### config.mk
export PLATFORM = sky130hd
export DESIGN_NAME = qbpg_lane
export DESIGN_NICKNAME = d
export VERILOG_FILES = /design/src/sv/qbpg_pkg.sv /design/src/sv/qbpg_lane.sv
export SDC_FILE = /design/constraint.sdc
export NUM_CORES = 2
export LEC_CHECK = 0
export BUFFER_PORTS_ARGS = -buffer_cell sky130_fd_sc_hd__buf_4
export CAP_MARGIN = 25
export CORE_MARGIN = 5
export CORE_UTILIZATION = 35
export DETAILED_ROUTE_END_ITERATION = 12
export MAX_ROUTING_LAYER = met4
export PLACE_DENSITY_LB_ADDON = 0.3
export SETUP_SLACK_MARGIN = 0.3
export SLEW_MARGIN = 20
export SYNTH_ARGS = -nofsm -noshare
export SYNTH_HDL_FRONTEND = slang
export SYNTH_SLANG_ARGS = --single-unit
### constraint.sdc
create_clock -name clk -period 11.35 [get_ports clk]
set_clock_uncertainty 0.15 [all_clocks]
set_input_delay 2.8375 -clock clk [delete_from_list [all_inputs] [get_ports clk]]
set_output_delay 2.8375 -clock clk [all_outputs]
set_load 0.02 [all_outputs]
### src/sv/qbpg_pkg.sv
package qbpg_pkg;

	localparam int MAX_POINTS  = 32;
	localparam int RESULT_CAP  = 32;
	localparam int POINT_LIMIT = (MAX_POINTS < RESULT_CAP) ? MAX_POINTS : RESULT_CAP;

	localparam int COORD_W = 16;
	localparam int IDX_W   = 5;
	localparam int CNT_W   = 6;
	localparam int T_W     = 17;   // Q0.16 plus one integer bit for t = 1.0
	localparam int WGT_W   = 33;   // Q0.32 weights, 2^32 included
	localparam int PROD_W  = 49;   // signed weight * coordinate

	localparam int CNT_RESET = 16;
	localparam int RECIP_NUM = 65536;
	localparam logic [T_W-1:0] T_ONE = T_W'(RECIP_NUM);

	// Per-sample increment of t = i * 2^16 / d, split into quotient and remainder.
	// Indexed by d = count - 1; d = 0 means a single sample and never steps.
	localparam logic [T_W-1:0] STEP_Q [32] = '{
		17'd0,             17'(RECIP_NUM / 1),  17'(RECIP_NUM / 2),  17'(RECIP_NUM / 3),
		17'(RECIP_NUM / 4),  17'(RECIP_NUM / 5),  17'(RECIP_NUM / 6),  17'(RECIP_NUM / 7),
		17'(RECIP_NUM / 8),  17'(RECIP_NUM / 9),  17'(RECIP_NUM / 10), 17'(RECIP_NUM / 11),
		17'(RECIP_NUM / 12), 17'(RECIP_NUM / 13), 17'(RECIP_NUM / 14), 17'(RECIP_NUM / 15),
		17'(RECIP_NUM / 16), 17'(RECIP_NUM / 17), 17'(RECIP_NUM / 18), 17'(RECIP_NUM / 19),
		17'(RECIP_NUM / 20), 17'(RECIP_NUM / 21), 17'(RECIP_NUM / 22), 17'(RECIP_NUM / 23),
		17'(RECIP_NUM / 24), 17'(RECIP_NUM / 25), 17'(RECIP_NUM / 26), 17'(RECIP_NUM / 27),
		17'(RECIP_NUM / 28), 17'(RECIP_NUM / 29), 17'(RECIP_NUM / 30), 17'(RECIP_NUM / 31)
	};

	localparam logic [IDX_W-1:0] STEP_R [32] = '{
		5'd0,             5'(RECIP_NUM % 1),  5'(RECIP_NUM % 2),  5'(RECIP_NUM % 3),
		5'(RECIP_NUM % 4),  5'(RECIP_NUM % 5),  5'(RECIP_NUM % 6),  5'(RECIP_NUM % 7),
		5'(RECIP_NUM % 8),  5'(RECIP_NUM % 9),  5'(RECIP_NUM % 10), 5'(RECIP_NUM % 11),
		5'(RECIP_NUM % 12), 5'(RECIP_NUM % 13), 5'(RECIP_NUM % 14), 5'(RECIP_NUM % 15),
		5'(RECIP_NUM % 16), 5'(RECIP_NUM % 17), 5'(RECIP_NUM % 18), 5'(RECIP_NUM % 19),
		5'(RECIP_NUM % 20), 5'(RECIP_NUM % 21), 5'(RECIP_NUM % 22), 5'(RECIP_NUM % 23),
		5'(RECIP_NUM % 24), 5'(RECIP_NUM % 25), 5'(RECIP_NUM % 26), 5'(RECIP_NUM % 27),
		5'(RECIP_NUM % 28), 5'(RECIP_NUM % 29), 5'(RECIP_NUM % 30), 5'(RECIP_NUM % 31)
	};

	typedef enum logic {
		ST_IDLE,
		ST_RUN
	} state_t;

	typedef struct packed {
		logic [WGT_W-1:0] wa;   // (1-t)^2
		logic [WGT_W-1:0] wb;   // 2(1-t)t
		logic [WGT_W-1:0] wc;   // t^2
	} weights_t;

	typedef struct packed {
		logic [IDX_W-1:0] index;
		logic             last;
		weights_t         w;
	} sample_t;

endpackage

### src/sv/qbpg_lane.sv
module qbpg_lane (
	input  logic                                clk,
	input  logic                                adv,
	input  logic                                load,
	input  logic signed [qbpg_pkg::COORD_W-1:0] p0,
	input  logic signed [qbpg_pkg::COORD_W-1:0] p1,
	input  logic signed [qbpg_pkg::COORD_W-1:0] p2,
	input  qbpg_pkg::weights_t                  w_s1,
	output logic signed [qbpg_pkg::COORD_W-1:0] coord_s2
);

	logic signed [qbpg_pkg::COORD_W-1:0] p0_q, p1_q, p2_q;
	logic signed [qbpg_pkg::PROD_W-1:0]  prod_a_s2, prod_b_s2, prod_c_s2, acc;

	always_ff @(posedge clk) begin
		if (load) begin
			p0_q <= p0;
			p1_q <= p1;
			p2_q <= p2;
		end
	end

	always_ff @(posedge clk) begin
		if (adv) begin
			prod_a_s2 <= qbpg_pkg::PROD_W'($signed({1'b0, w_s1.wa}) * p0_q);
			prod_b_s2 <= qbpg_pkg::PROD_W'($signed({1'b0, w_s1.wb}) * p1_q);
			prod_c_s2 <= qbpg_pkg::PROD_W'($signed({1'b0, w_s1.wc}) * p2_q);
		end
	end

	// weights sum to 2^32, so the blend stays in range; floor = arithmetic shift
	assign acc      = prod_a_s2 + prod_b_s2 + prod_c_s2;
	assign coord_s2 = acc[32 +: qbpg_pkg::COORD_W];

endmodule

# After elaboration in Yosys (flattened, before gate mapping)
# Index checks and enable logic that the tools add are counted.
dict set report op_classes {
  addsub 2
  multipliers 3
}
# op n
set ops {}
lappend ops {{multiplier 34 x 16 -> 48 bit} 3}
lappend ops {{adder 48 bit} 2}
dict set report totals {
  ff_bits 192
  input_bits 150
  out_inout_bits 16
  word_cells 11
}

# Longest topological paths before layout
dict set report logic_depth {
  word_depth 2
  depth_mapped 24
  depth_no_buf 23
}

# Worst setup path before layout
# OpenSTA, ideal clock, no wires.
dict set report synth_path {
  path_type {input-to-reg}
  from {input w_s1[11] (netlist bit)}
  to {register prod_c_s2[44] (netlist bit) (data pin)}
  setup_time_ps 261
  arrival_ps 8463
  required_time_ps 10939
  path_slack_ps 2476
  path_stages 21
  path_buffers 1
  path_cell_list {clkbuf_1 -> nand2_1 -> fa_1 -> fa_1 -> fa_1 -> inv_1 -> fa_1 -> fa_1 -> inv_1 -> fa_1 -> inv_1 -> ha_1 -> or3_1 -> o21ai_0 -> a21oi_1 -> a41o_1 -> a221o_1 -> a221oi_2 -> nor3_1 -> nor4_2 -> xnor2_1}
}
dict set report synth_via {
  elab_chain_len 1
}
# element line
set synth_lines {}
lappend synth_lines {{from (decl)} qbpg_lane.sv:8} ;# input qbpg_pkg::weights_t w_s1,
lappend synth_lines {{multiplier 34 x 16 -> 48 bit} qbpg_lane.sv:27} ;# prod_c_s2 <= qbpg_pkg::PROD_W'($signed({1'b0, w_s1.wc}) * p2_q);
lappend synth_lines {{to (signal assigned)} qbpg_lane.sv:27}
lappend synth_lines {{to (decl)} qbpg_lane.sv:13} ;# logic signed [qbpg_pkg::PROD_W-1:0] prod_a_s2, prod_b_s2, prod_c_s2, acc;
# Every way passes these cells.
# A chain may end at the register's enable or synchronous reset.

# Final worst setup path
dict set report layout_path {
  from {input w_s1[46] (netlist bit)}
  to {register prod_b_s2[45] (netlist bit) (data pin)}
}
dict set report layout_via {
  elab_chain_len 1
}
# element line
set layout_lines {}
lappend layout_lines {{multiplier 34 x 16 -> 48 bit} qbpg_lane.sv:26} ;# prod_b_s2 <= qbpg_pkg::PROD_W'($signed({1'b0, w_s1.wb}) * p1_q);
lappend layout_lines {{to (signal assigned)} qbpg_lane.sv:26}
lappend layout_lines {{to (decl)} qbpg_lane.sv:13}
# Every way passes these cells.

==> reports/qor.txt <==
Final period utilization - 78.6%
Synthesized area - 60000 sq um
CTS resizes - 0
Critical path data required time - 11490 ps
Maxcap violations - 0
Sum of negative setup slack - 0 ps
Crit path DAT - 9050 ps
Tmin final - 8920 ps
Final RePlAce weighted congestion - 0.872
Final Hold Fails - 0
I/O pin total - 166
# setup viols final - 0
Post-synth net total - 8536
Mapped Cells - 6563
DP Worst Slack - 1980 ps
Layout cell share with drive strength beyond 1 - 3.91%
Syn avg cell area - 9.15 sq um
Area Overhead vs Synth - 6.62%
Worst hold path type - register to register
Clock Tree Root - clkbuf_16
TritonCTS Buffers - 17
Vias after detailed routing - 43372
Slack of the critical path - 2430 ps
M1 wire length - 69400 um
Largest net degree at the start of global routing - 76
Setup CP Type - input pin to register
Critical R2R Launch - p0_q[15]$_DFFE_PP_
Post-DRT Antenna Nets - 0
Drc violations - 0
Fmax - 112 MHz
TritonCTS clock tree - yes
Core area - 171000 sq um
Vias in the first global route - 47130
First-pass GRT wire length - 267000 um
Max H-tree Level - 4
DR iter-0 viols - 2715
DIE WIDTH - 424 um
Outcome - finished clean
Die Outline Area - 180000 sq um
Wire per inst - 19.0 um
DR vias/cell - 4.95
Hold_buf cts - 0
EDFF count, synth - 192
Die height - 424 um
Met2 routed WL - 84300 um
Crit path launch type - input pin
Fin. max-slew vios - 0
All-Layer GR Usage - 19.5%
Highest routed layer - met4
Flops & latches, synth - 192
Critical-path maximum fanout - 16
Metal3 WL - 7440 um
Worst slew margin - 36.0%
Post-DP Area - 63400 sq um
Clk Latency, worst-skew pair - 550 ps
Worst Reg-to-Reg Cells - 21
DRT Pass-1 Iters - 8
RSZ-0062 raised after global routing - false
Finished Cell Area - 64000 sq um
Hold endpoint - prod_a_s2[0]$_DFFE_PP_
Clk pin slew, worst setup/hold paths - 90 ps
Global route overflow - 0
CTS Buffer Depth - 2
Buffers on Ports - 165
Setup Fix Bufs, Post-CTS - 0
DPL Wire Length - 131000 um
Initial antenna violation count - 5
Cell row count - 152
Reg2reg end - prod_a_s2[46]$_DFFE_PP_
Worst-Margin Slew - 960 ps
Synth warn - 0
Ys async rst share - 0%
FF-to-FF setup slack - 3680 ps
Register area share after synthesis - 9.60%
Crit path capture type - register
Fin Hold WS - 894 ps
Initial core utilization - 35.1%
Hold Path Depth - 2
Synth unique cells - 67
CTS sink cnt - 192
DRT Wirelength - 166000 um
HP Start - p0_q[0]$_DFFE_PP_
Nets - 8481
Top FF cell, synth - edfxtp_1
-- final cells by class --
cell class	count	area, sq um
clock buffers	18	429
clock inverters	13	165
fillers	17323	107000
repair buffers	215	1660
inverters	1595	5990
multi-input cells	4487	47200
flip-flops and latches	192	5770
well taps	2233	2790
diodes	5	12.5
-- cells in the final DEF (no fill, tap or decap), drive strengths merged, types with 7 or more instances in the layout --
master	n
a211oi	35
fa	1342
nor3	19
xnor2	96
nor2	168
a31oi	19
edfxtp	192
nor4	7
buf	215
nand2b	39
o211ai	10
nand2	944
o21ai	98
nor2b	18
nand4	32
a21o	110
inv	1600
and2	647
ha	481
and3	19
o21bai	23
a21oi	174
or3	7
xor2	50
o21a	20
nand3	38
clkbuf	18
-- registers in the layout (all words and copies together), names as in the netlist --
signal     cells
p2_q          16
p1_q          16
prod_a_s2     48
prod_b_s2     48
prod_c_s2     48
p0_q          16
-- cell usage after synthesis (all sizes together) (4+ instances only) --
library cell,number,area share [%]
inv,1594,10
fa,1342,45
nand2,944,5.9
and2,647,6.7
ha,481,10
clkbuf,285,1.8
edfxtp,192,9.6
a21oi,174,1.5
nor2,168,1.1
a21o,110,1.4
o21ai,98,0.82
xnor2,96,1.4
xor2,50,0.73
nand2b,39,0.41
nand3,38,0.32
a211oi,35,0.45
nand4,32,0.33
o21bai,23,0.29
o21a,20,0.25
a31oi,19,0.20
and3,19,0.20
nor3,19,0.16
nor2b,18,0.19
o211ai,10,0.13
nor4,7,0.083
or3,7,0.073
a221oi,6,0.098
a311oi,6,0.088
o22ai,6,0.063
a211o,5,0.073
a41o,5,0.083
and4,5,0.073
o31ai,5,0.063
a21boi,4,0.050
a221o,4,0.067
a22oi,4,0.050
buf,4,0.025
nor4b,4,0.058
o221ai,4,0.058
o31a,4,0.058
-- through the flow --
step                utilization [%]  std cells
finish                         37.4       8758
global route                   37.4       8757
CTS                            37.4       8753
detailed placement             37.0       8722
global placement               37.0       8720
floorplan                         -       6563
-- cell families after synthesis --
kind of cell    count (synthesis)  share of synthesized area, %
xor+xnor                      146                          2.13
buf+inv                      1884                          11.8
simple gates                 1953                          15.7
flops                         192                          9.60
compound gates                565                          6.06
fa+ha+maj                    1823                          54.8
-- worst max-delay path by stage --
stage / startpoint / end / slack [ps] / depth (start not counted)
floorplan: w_s1[11] / prod_c_s2[44]$_DFFE_PP_ / 2480 / 21
global placement: w_s1[46] / prod_b_s2[45]$_DFFE_PP_ / 1990 / 21
detailed placement: w_s1[74] / prod_a_s2[46]$_DFFE_PP_ / 1980 / 21
CTS: w_s1[46] / prod_b_s2[45]$_DFFE_PP_ / 2540 / 21
global route: w_s1[74] / prod_a_s2[46]$_DFFE_PP_ / 2160 / 21
finish: w_s1[46] / prod_b_s2[45]$_DFFE_PP_ / 2430 / 21
-- critical path, stage by stage --
cell	delay [ps]
buf_4	190
and2_1	200
fa_1	550
inv_1	60
fa_1	490
fa_1	530
inv_1	60
fa_1	510
fa_1	500
inv_1	50
fa_1	470
inv_1	40
ha_1	340
and3_1	270
nand3_1	120
a211oi_1	580
nor2_1	160
o21ai_2	330
a221oi_1	200
o41ai_1	450
xor2_1	120
-- per-layer routing --
metal,up-vias,global-route usage (%)
li1,19382,-
met1,22602,24.5
met2,1182,33.4
met3,206,1.92
met4,0,5.73
met5,-,-
Power is left out: the tool's default activity adds up to more than one toggle a clock period on the data nets, which glitch-free logic cannot reach.
